===== src/design/lfmc_pkg.sv =====
// shared types, constants and helpers for the line follow motor controller
package lfmc_pkg;

   localparam int RATIO_W = 10;
   localparam int BASE_W  = 15;
   localparam int STOP_W  = 16;
   localparam int TIME_W  = 32;
   localparam int DIST_W  = 32;
   localparam int CMP_W   = 16;
   localparam int PROD_W  = BASE_W + RATIO_W;

   localparam logic [RATIO_W-1:0] RATIO_MID  = RATIO_W'(500);
   localparam logic [RATIO_W-1:0] RATIO_MIN  = RATIO_W'(350);
   localparam logic [RATIO_W-1:0] RATIO_MAX  = RATIO_W'(650);
   localparam logic [RATIO_W:0]   RATIO_FULL = (RATIO_W + 1)'(1000);

   localparam logic [7:0] DIST_PER_MS = 8'd170;

   localparam logic [BASE_W-1:0] BASE_SPEED_RESET    = BASE_W'(1250);
   localparam logic [STOP_W-1:0] STOP_DISTANCE_RESET = STOP_W'(10);

   // divide by 500 as a shift by 2 then an exact reciprocal multiply for 125
   localparam int          RECIP_SHIFT = 30;
   localparam logic [23:0] RECIP_125   = 24'd8589935;

   typedef logic [RATIO_W-1:0] ratio_type;

   typedef enum logic [0:0] {
      CSR_BASE_SPEED    = 1'b0,
      CSR_STOP_DISTANCE = 1'b1
   } csr_index_type;

   typedef struct packed {
      logic              centre_left_on;
      logic              centre_right_on;
      logic              echo_level;
      logic [TIME_W-1:0] now_ms;
   } sample_type;

   typedef struct packed {
      logic      motor_enable;
      ratio_type ratio;
   } sense_type;

   function automatic logic [CMP_W-1:0] div_by_500(input logic [PROD_W-1:0] value);
      logic [PROD_W-3:0]     quarter;
      logic [PROD_W+21:0]    scaled;
      quarter = value[PROD_W-1:2];
      scaled  = (PROD_W + 22)'(quarter) * (PROD_W + 22)'(RECIP_125);
      return scaled[RECIP_SHIFT +: CMP_W];
   endfunction

endpackage


===== src/design/lfmc_if.sv =====
// valid/ready channel interfaces for sample, result and register write beats
interface lfmc_req_if;
   logic        valid;
   logic        ready;
   logic        centre_left_on;
   logic        centre_right_on;
   logic        echo_level;
   logic [31:0] now_ms;

   modport source (output valid, centre_left_on, centre_right_on, echo_level, now_ms,
                   input ready);
   modport sink   (input valid, centre_left_on, centre_right_on, echo_level, now_ms,
                   output ready);
endinterface

interface lfmc_rsp_if;
   logic        valid;
   logic        ready;
   logic        motor_enable;
   logic [15:0] right_compare;
   logic [15:0] left_compare;
   logic [9:0]  ratio_now;

   modport source (output valid, motor_enable, right_compare, left_compare, ratio_now,
                   input ready);
   modport sink   (input valid, motor_enable, right_compare, left_compare, ratio_now,
                   output ready);
endinterface

interface lfmc_csr_if;
   logic                        valid;
   logic                        ready;
   lfmc_pkg::csr_index_type     index;
   logic [15:0]                 data;

   modport source (output valid, index, data, input ready);
   modport sink   (input valid, index, data, output ready);
endinterface


===== src/design/lfmc_sense.sv =====
// steering ratio and echo timing state, updated once per committed sample
module lfmc_sense (
   input  logic                             clock,
   input  logic                             reset,
   input  lfmc_pkg::sample_type             sample,
   input  logic                             commit,
   input  logic [lfmc_pkg::STOP_W-1:0]      stop_distance,
   output lfmc_pkg::sense_type              sense
);
   import lfmc_pkg::*;

   ratio_type          ratio_ff, ratio_in;
   logic               echo_prev_ff;
   logic [TIME_W-1:0]  echo_start_ff, echo_start_in;
   logic [DIST_W-1:0]  distance_ff, distance_in;
   logic               line_seen;
   logic [TIME_W-1:0]  duration;
   logic [TIME_W+7:0]  dist_full;

   always_comb begin
      line_seen = 1'b1;
      ratio_in  = ratio_ff;
      unique case ({sample.centre_left_on, sample.centre_right_on})
         2'b11: ratio_in = RATIO_MID;
         2'b00: begin
            ratio_in  = RATIO_MID;
            line_seen = 1'b0;
         end
         2'b10: begin
            if (ratio_ff > RATIO_MIN) ratio_in = ratio_ff - RATIO_W'(1);
         end
         2'b01: begin
            if (ratio_ff < RATIO_MAX) ratio_in = ratio_ff + RATIO_W'(1);
         end
      endcase
   end

   // echo pulse width to distance, saturating
   always_comb begin
      duration      = sample.now_ms - echo_start_ff;
      dist_full     = (TIME_W + 8)'(duration) * (TIME_W + 8)'(DIST_PER_MS);
      echo_start_in = echo_start_ff;
      distance_in   = distance_ff;
      if (sample.echo_level && !echo_prev_ff) echo_start_in = sample.now_ms;
      if (!sample.echo_level && echo_prev_ff) begin
         distance_in = (|dist_full[TIME_W+7:TIME_W]) ? '1 : dist_full[DIST_W-1:0];
      end
   end

   assign sense.motor_enable = line_seen && (distance_in >= DIST_W'(stop_distance));
   assign sense.ratio        = ratio_in;

   always_ff @(posedge clock) begin
      if (reset) begin
         ratio_ff      <= RATIO_MID;
         echo_prev_ff  <= 1'b0;
         echo_start_ff <= '0;
         distance_ff   <= '0;
      end else if (commit) begin
         ratio_ff      <= ratio_in;
         echo_prev_ff  <= sample.echo_level;
         echo_start_ff <= echo_start_in;
         distance_ff   <= distance_in;
      end
   end

endmodule


===== src/design/line_follow_motor_controller_core.sv =====
// top level: sample register, steering state, compare scaling and result register
// a sample beat goes through sample_ff, en2_ff/ratio2_ff, prod_r3_ff/prod_l3_ff and the result register
// throughput: one sample beat per cycle; the four stages stall together only when
// rsp backpressure fills them, ready follows the stage chain from rsp_bus.ready
// reset: clears all stage valids, sets ratio to straight, echo timing and distance
// to zero, base_speed to 1250 and stop_distance to 10
module line_follow_motor_controller_core (
   input  logic         clock,
   input  logic         reset,
   lfmc_req_if.sink     req_bus,
   lfmc_rsp_if.source   rsp_bus,
   lfmc_csr_if.sink     csr_bus
);
   import lfmc_pkg::*;

   logic [BASE_W-1:0]  base_speed_ff;
   logic [STOP_W-1:0]  stop_distance_ff;

   logic               v1_ff, v2_ff, v3_ff, rsp_v_ff;
   logic               s1_free, s2_free, s3_free, s4_free;

   sample_type         sample_ff, sample_in;
   sense_type          sense;

   logic               en2_ff;
   ratio_type          ratio2_ff;

   logic               en3_ff;
   ratio_type          ratio3_ff;
   logic [PROD_W-1:0]  prod_r3_ff, prod_r3_in;
   logic [PROD_W-1:0]  prod_l3_ff, prod_l3_in;

   logic               enable_ff;
   logic [CMP_W-1:0]   right_ff, right_in;
   logic [CMP_W-1:0]   left_ff, left_in;
   ratio_type          ratio_out_ff;

   // stage handshakes
   assign s4_free = !rsp_v_ff || rsp_bus.ready;
   assign s3_free = !v3_ff || s4_free;
   assign s2_free = !v2_ff || s3_free;
   assign s1_free = !v1_ff || s2_free;
   assign req_bus.ready = s1_free;
   assign csr_bus.ready = 1'b1;

   always_ff @(posedge clock) begin
      if (reset) begin
         v1_ff    <= 1'b0;
         v2_ff    <= 1'b0;
         v3_ff    <= 1'b0;
         rsp_v_ff <= 1'b0;
      end else begin
         if (s1_free) v1_ff    <= req_bus.valid;
         if (s2_free) v2_ff    <= v1_ff;
         if (s3_free) v3_ff    <= v2_ff;
         if (s4_free) rsp_v_ff <= v3_ff;
      end
   end

   // register writes
   always_ff @(posedge clock) begin
      if (reset) begin
         base_speed_ff    <= BASE_SPEED_RESET;
         stop_distance_ff <= STOP_DISTANCE_RESET;
      end else if (csr_bus.valid) begin
         unique case (csr_bus.index)
            CSR_BASE_SPEED:    base_speed_ff    <= csr_bus.data[BASE_W-1:0];
            CSR_STOP_DISTANCE: stop_distance_ff <= csr_bus.data[STOP_W-1:0];
         endcase
      end
   end

   // stage 1: sample register and state update
   always_comb begin
      sample_in.centre_left_on  = req_bus.centre_left_on;
      sample_in.centre_right_on = req_bus.centre_right_on;
      sample_in.echo_level      = req_bus.echo_level;
      sample_in.now_ms          = req_bus.now_ms;
   end

   always_ff @(posedge clock) begin
      if (s1_free) sample_ff <= sample_in;
   end

   lfmc_sense u_sense (
      .clock         (clock),
      .reset         (reset),
      .sample        (sample_ff),
      .commit        (v1_ff && s2_free),
      .stop_distance (stop_distance_ff),
      .sense         (sense)
   );

   always_ff @(posedge clock) begin
      if (s2_free) begin
         en2_ff    <= sense.motor_enable;
         ratio2_ff <= sense.ratio;
      end
   end

   // stage 2: compare products, zero when disabled
   always_comb begin
      prod_r3_in = '0;
      prod_l3_in = '0;
      if (en2_ff) begin
         prod_r3_in = PROD_W'(base_speed_ff) * PROD_W'(RATIO_FULL - (RATIO_W + 1)'(ratio2_ff));
         prod_l3_in = PROD_W'(base_speed_ff) * PROD_W'(ratio2_ff);
      end
   end

   always_ff @(posedge clock) begin
      if (s3_free) begin
         en3_ff     <= en2_ff;
         ratio3_ff  <= ratio2_ff;
         prod_r3_ff <= prod_r3_in;
         prod_l3_ff <= prod_l3_in;
      end
   end

   // stage 3: scale by 1/500 into the result register
   assign right_in = div_by_500(prod_r3_ff);
   assign left_in  = div_by_500(prod_l3_ff);

   always_ff @(posedge clock) begin
      if (s4_free) begin
         enable_ff    <= en3_ff;
         right_ff     <= right_in;
         left_ff      <= left_in;
         ratio_out_ff <= ratio3_ff;
      end
   end

   assign rsp_bus.valid         = rsp_v_ff;
   assign rsp_bus.motor_enable  = enable_ff;
   assign rsp_bus.right_compare = right_ff;
   assign rsp_bus.left_compare  = left_ff;
   assign rsp_bus.ratio_now     = ratio_out_ff;

endmodule

===== src/flat_wrapper.sv =====
// flat-port wrapper written by rule: the top's interface ports become plain ports
module line_follow_motor_controller_core_flat import lfmc_pkg::*;
  (clock, reset, req_bus_valid, req_bus_centre_left_on, req_bus_centre_right_on, req_bus_echo_level, req_bus_now_ms, req_bus_ready, rsp_bus_valid, rsp_bus_motor_enable, rsp_bus_right_compare, rsp_bus_left_compare, rsp_bus_ratio_now, rsp_bus_ready, csr_bus_valid, csr_bus_index, csr_bus_data, csr_bus_ready);
  lfmc_req_if req_bus_i ();
  lfmc_rsp_if rsp_bus_i ();
  lfmc_csr_if csr_bus_i ();
  input  logic clock;
  input  logic reset;
  input wire logic [$bits(req_bus_i.valid)-1:0] req_bus_valid;
  input wire logic [$bits(req_bus_i.centre_left_on)-1:0] req_bus_centre_left_on;
  input wire logic [$bits(req_bus_i.centre_right_on)-1:0] req_bus_centre_right_on;
  input wire logic [$bits(req_bus_i.echo_level)-1:0] req_bus_echo_level;
  input wire logic [$bits(req_bus_i.now_ms)-1:0] req_bus_now_ms;
  output wire logic [$bits(req_bus_i.ready)-1:0] req_bus_ready;
  output wire logic [$bits(rsp_bus_i.valid)-1:0] rsp_bus_valid;
  output wire logic [$bits(rsp_bus_i.motor_enable)-1:0] rsp_bus_motor_enable;
  output wire logic [$bits(rsp_bus_i.right_compare)-1:0] rsp_bus_right_compare;
  output wire logic [$bits(rsp_bus_i.left_compare)-1:0] rsp_bus_left_compare;
  output wire logic [$bits(rsp_bus_i.ratio_now)-1:0] rsp_bus_ratio_now;
  input wire logic [$bits(rsp_bus_i.ready)-1:0] rsp_bus_ready;
  input wire logic [$bits(csr_bus_i.valid)-1:0] csr_bus_valid;
  input wire logic [$bits(csr_bus_i.index)-1:0] csr_bus_index;
  input wire logic [$bits(csr_bus_i.data)-1:0] csr_bus_data;
  output wire logic [$bits(csr_bus_i.ready)-1:0] csr_bus_ready;
  assign req_bus_i.valid = req_bus_valid;
  assign req_bus_i.centre_left_on = req_bus_centre_left_on;
  assign req_bus_i.centre_right_on = req_bus_centre_right_on;
  assign req_bus_i.echo_level = req_bus_echo_level;
  assign req_bus_i.now_ms = req_bus_now_ms;
  assign req_bus_ready = req_bus_i.ready;
  assign rsp_bus_valid = rsp_bus_i.valid;
  assign rsp_bus_motor_enable = rsp_bus_i.motor_enable;
  assign rsp_bus_right_compare = rsp_bus_i.right_compare;
  assign rsp_bus_left_compare = rsp_bus_i.left_compare;
  assign rsp_bus_ratio_now = rsp_bus_i.ratio_now;
  assign rsp_bus_i.ready = rsp_bus_ready;
  assign csr_bus_i.valid = csr_bus_valid;
  assign csr_bus_i.index = csr_bus_index;
  assign csr_bus_i.data = csr_bus_data;
  assign csr_bus_ready = csr_bus_i.ready;
  line_follow_motor_controller_core u_core (.clock(clock), .reset(reset), .req_bus(req_bus_i), .rsp_bus(rsp_bus_i), .csr_bus(csr_bus_i));
endmodule

===== config.mk =====
export PLATFORM = sky130hd
export DESIGN_NAME = line_follow_motor_controller_core_flat
export DESIGN_NICKNAME = d
export VERILOG_FILES = /design/src/design/lfmc_pkg.sv /design/src/design/lfmc_if.sv /design/src/design/lfmc_sense.sv /design/src/design/line_follow_motor_controller_core.sv /design/src/flat_wrapper.sv
export SDC_FILE = /design/constraint.sdc
export NUM_CORES = 2
export LEC_CHECK = 0
export BUFFER_PORTS_ARGS = -buffer_cell sky130_fd_sc_hd__buf_4
export CAP_MARGIN = 25
export CORE_UTILIZATION = 60
export DETAILED_ROUTE_END_ITERATION = 10
export GPL_ROUTABILITY_DRIVEN = 0
export PLACE_DENSITY = 0.74
export SETUP_SLACK_MARGIN = 0.5
export SYNTH_ARGS = -nofsm -noshare
export SYNTH_HDL_FRONTEND = slang
export SYNTH_SLANG_ARGS = --single-unit

===== constraint.sdc =====
create_clock -name clock -period 20.1 [get_ports clock]
set_input_delay 3.015 -clock clock [delete_from_list [all_inputs] [get_ports clock]]
set_output_delay 3.015 -clock clock [all_outputs]
set_load 0.01 [all_outputs]

==> run_results.csv <==
group,metric,value,unit
clocking,post_cts_buffers,0,
worst_setup_path,required,20.46,ns
sta,skew,0.0375,ns
sta,final.setup.tns,0,ns
worst_setup_path,critPathCapture,"u_core.en2_ff",
clocking,cts-buffers-inserted,30,
worst_setup_path,startpoint,"u_core.sample_ff[1]",
placement,portBuffers,101,
synth,syn_inst,4370,
placement,hpwl,72.7,mm
min_path,min_path_type,"flip-flop to flip-flop",
synth,synth_edf_count,146,
sta,setup_violations,0,
grt,grt_remaining_overflow,0,
synth,postSynthNetCount,5799,
layout,layout_common_cells,"1,013 x inv_1, 746 x ha_1, 626 x fa_1",
worst_setup_path,r2r_setup_slack,10.12,ns
layout,final_common_cell,"inv_1",
clocking,path_clk_slew,0.06,ns
routing,dr_total_vias,28900,
die,rows,96,
die,die_h,266,um
synth,ys_ff_latch,256,
sta,hold_viol_final,0,
sta,period_needed,9.98,ns
run,maxCapViolCount,0,
grt,grt.total_usage,0.259,
synth,ys_seq_area_frac,0.157,
grt,grt_start_max_net_pins,90,
layout,insertedDiodeCount,0,
layout,drive_gt1_frac,0.0486,
sta,report.final.slew_viol_count,0,
worst_setup_path,cp_common_cell,"o21ai_0",
die,fp.coreArea,68800,um^2
sta,tightest_slew,1.06,ns
synth,synth.distinct_cells,75,
synth,synth_area_per_cell,9.58,um^2
worst_setup_path,worstSetupStartpointType,"flip-flop",
routing,wl_per_cell,16.2,um
sta,setup_slack,10.12,ns
worst_setup_path,worst_ep_arrival_time,10.34,ns
die,die-area,70800,um^2
grt,grt_pass1_vias,31100,
sta,max-slew-margin-rel,0.289,
layout,area_delta_synth_final,6.86,%
routing,first_iter_violations,1234,
worst_setup_path,ff2ff_path_depth,42,
grt,grt_first_pass_wirelength,149,mm
clocking,htree_num_levels,1,
routing,first_pass_iters,5,
synth,synth-async-reset-ratio,0,
worst_setup_path,cp_slowest_cell,"and4_1",
clocking,cts.path.max_buffers,3,
clocking,clockRootBuffer,"clkbuf_16",
routing,drc,0,
routing,ant_nets,0,
clocking,ctsResizeCount,0,
worst_setup_path,rr_endpoint,"u_core.en2_ff",
worst_setup_path,rr_startpoint,"u_core.sample_ff[1]",
clocking,tritoncts,"yes",
worst_setup_path,cp_max_fo,13,
die,initial_utilization,0.608,
worst_setup_path,worst_setup_path_end_kind,"flip-flop",
worst_setup_path,worstSetupPathType,"flip-flop to flip-flop",
sta,fmax,100,MHz
sta,period_share,0.496,
die,dieWidth,266,um
sta,rsz0062_at_grt,"no",
placement,post-place-ws,10.18,ns
worst_setup_path,cpPeakStageDelay,0.56,ns
clocking,clk_latency,0.62,ns
routing,routed_via_density,5.37,
run_status,outcome,"complete, no violations",
synth,synth_ff_type,"edfxtp_1",
synth,synth_area,41900,um^2
layout,layout.nets,5850,
min_path,holdCritStartpoint,"u_core.ratio3_ff[8]",
clocking,hold_buffers,0,
synth,yosys_warnings,0,
sta,hold_slack,0.417,ns
die,io_pins,103,
min_path,holdPathStages,0,
grt,antenna_found_initial,0,
routing,finalWirelength,87.1,mm
clocking,cts_sinks,256,
## critical path, delay by kind of cell (launching register included)
| kind | cells | cell delay (ns) |
|---|---|---|
| XOR/XNOR | 1 | 0.25 |
| buffers and inverters | 3 | 0.23 |
| AO/OA/AOI/OAI | 21 | 4.07 |
| flip-flops | 1 | 0.44 |
| adder cells (fa/ha/maj) | 7 | 2.52 |
| AND/OR/NAND/NOR | 10 | 2.23 |
## flip-flops by register name, summed over array words and instances (netlist names), 16 cells and up
signal                        count
u_core.sample_ff                 35
u_core.u_sense.distance_ff       32
u_core.u_sense.echo_start_ff     32
u_core.prod_l3_ff                23
u_core.prod_r3_ff                23
u_core.rsp_bus.left_compare      16
u_core.rsp_bus.right_compare     16
u_core.stop_distance_ff          16
## synthesized netlist by cell type, types with 40 or more instances
cell type  instances  area (um^2)
clkbuf_1         100          375
o21ai_0           73          365
nand3_1           40          200
dfxtp_1          110         2200
xor2_1            63          552
inv_1           1014         3810
and2_1           128          801
nor2_1           167          627
ha_1             746         9330
xnor2_1           88          771
nand2_1          392         1470
a21o_1            60          450
fa_1             626        12500
a21oi_1          202         1010
edfxtp_1         146         4380
nor3_1            55          275
## logic make-up after synthesis
logic type,count (synthesis),synth area share
fa+ha+maj,1372,0.522
mux,17,0.00407
flops,256,0.157
compound gates,513,0.0781
other cells,1,0.0000896
simple gates,937,0.105
buf+inv,1123,0.101
xor+xnor,151,0.0316
## worst min path at each step
| stage | to | slack (ns) |
|---|---|---|
| 4_1_cts | u_core.rsp_bus.ratio_now[8] | 0.42 |
| 3_3_place_gp | u_core.rsp_bus.ratio_now[4] | 0.40 |
| 2_1_floorplan | u_core.rsp_bus.motor_enable | 0.40 |
| 6_report | u_core.rsp_bus.ratio_now[8] | 0.42 |
| 5_1_grt | u_core.rsp_bus.ratio_now[6] | 0.43 |
| 3_5_place_dp | u_core.rsp_bus.ratio_now[8] | 0.40 |
## metrics by stage
step | instances | instance area [um^2] | util
6_report | 5376 | 44700 | 0.650
3_5_place_dp | 5320 | 43600 | 0.634
4_1_cts | 5376 | 44700 | 0.650
2_1_floorplan | 4370 | 41900 | -
5_1_grt | 5376 | 44700 | 0.650
3_3_place_gp | 5318 | 43600 | 0.633
## metal layers
metal / track usage / up-vias / wire, um / part of all wire
met1: 0.333 / 14200 / 37600 / 0.43
li1: - / 14000 / - / -
met4: 0.0575 / 0 / 2060 / 0.024
met5: 0 / - / 0 / 0
met2: 0.469 / 608 / 43600 / 0.50
met3: 0.0279 / 139 / 3860 / 0.044
## final cells by class
| class | instances | area [um^2] |
|---|---|---|
| Clock buffer | 31 | 754 |
| Clock inverter | 25 | 352 |
| Fill cell | 5595 | 24100 |
| Inverter | 1015 | 3810 |
| Multi-Input combinational cell | 2991 | 31100 |
| Sequential cell | 256 | 6590 |
| Tap cell | 931 | 1160 |
| Timing Repair Buffer | 127 | 986 |
Power is left out: the tool's default activity adds up to more than one toggle a clock period on the data nets, which glitch-free logic cannot reach.
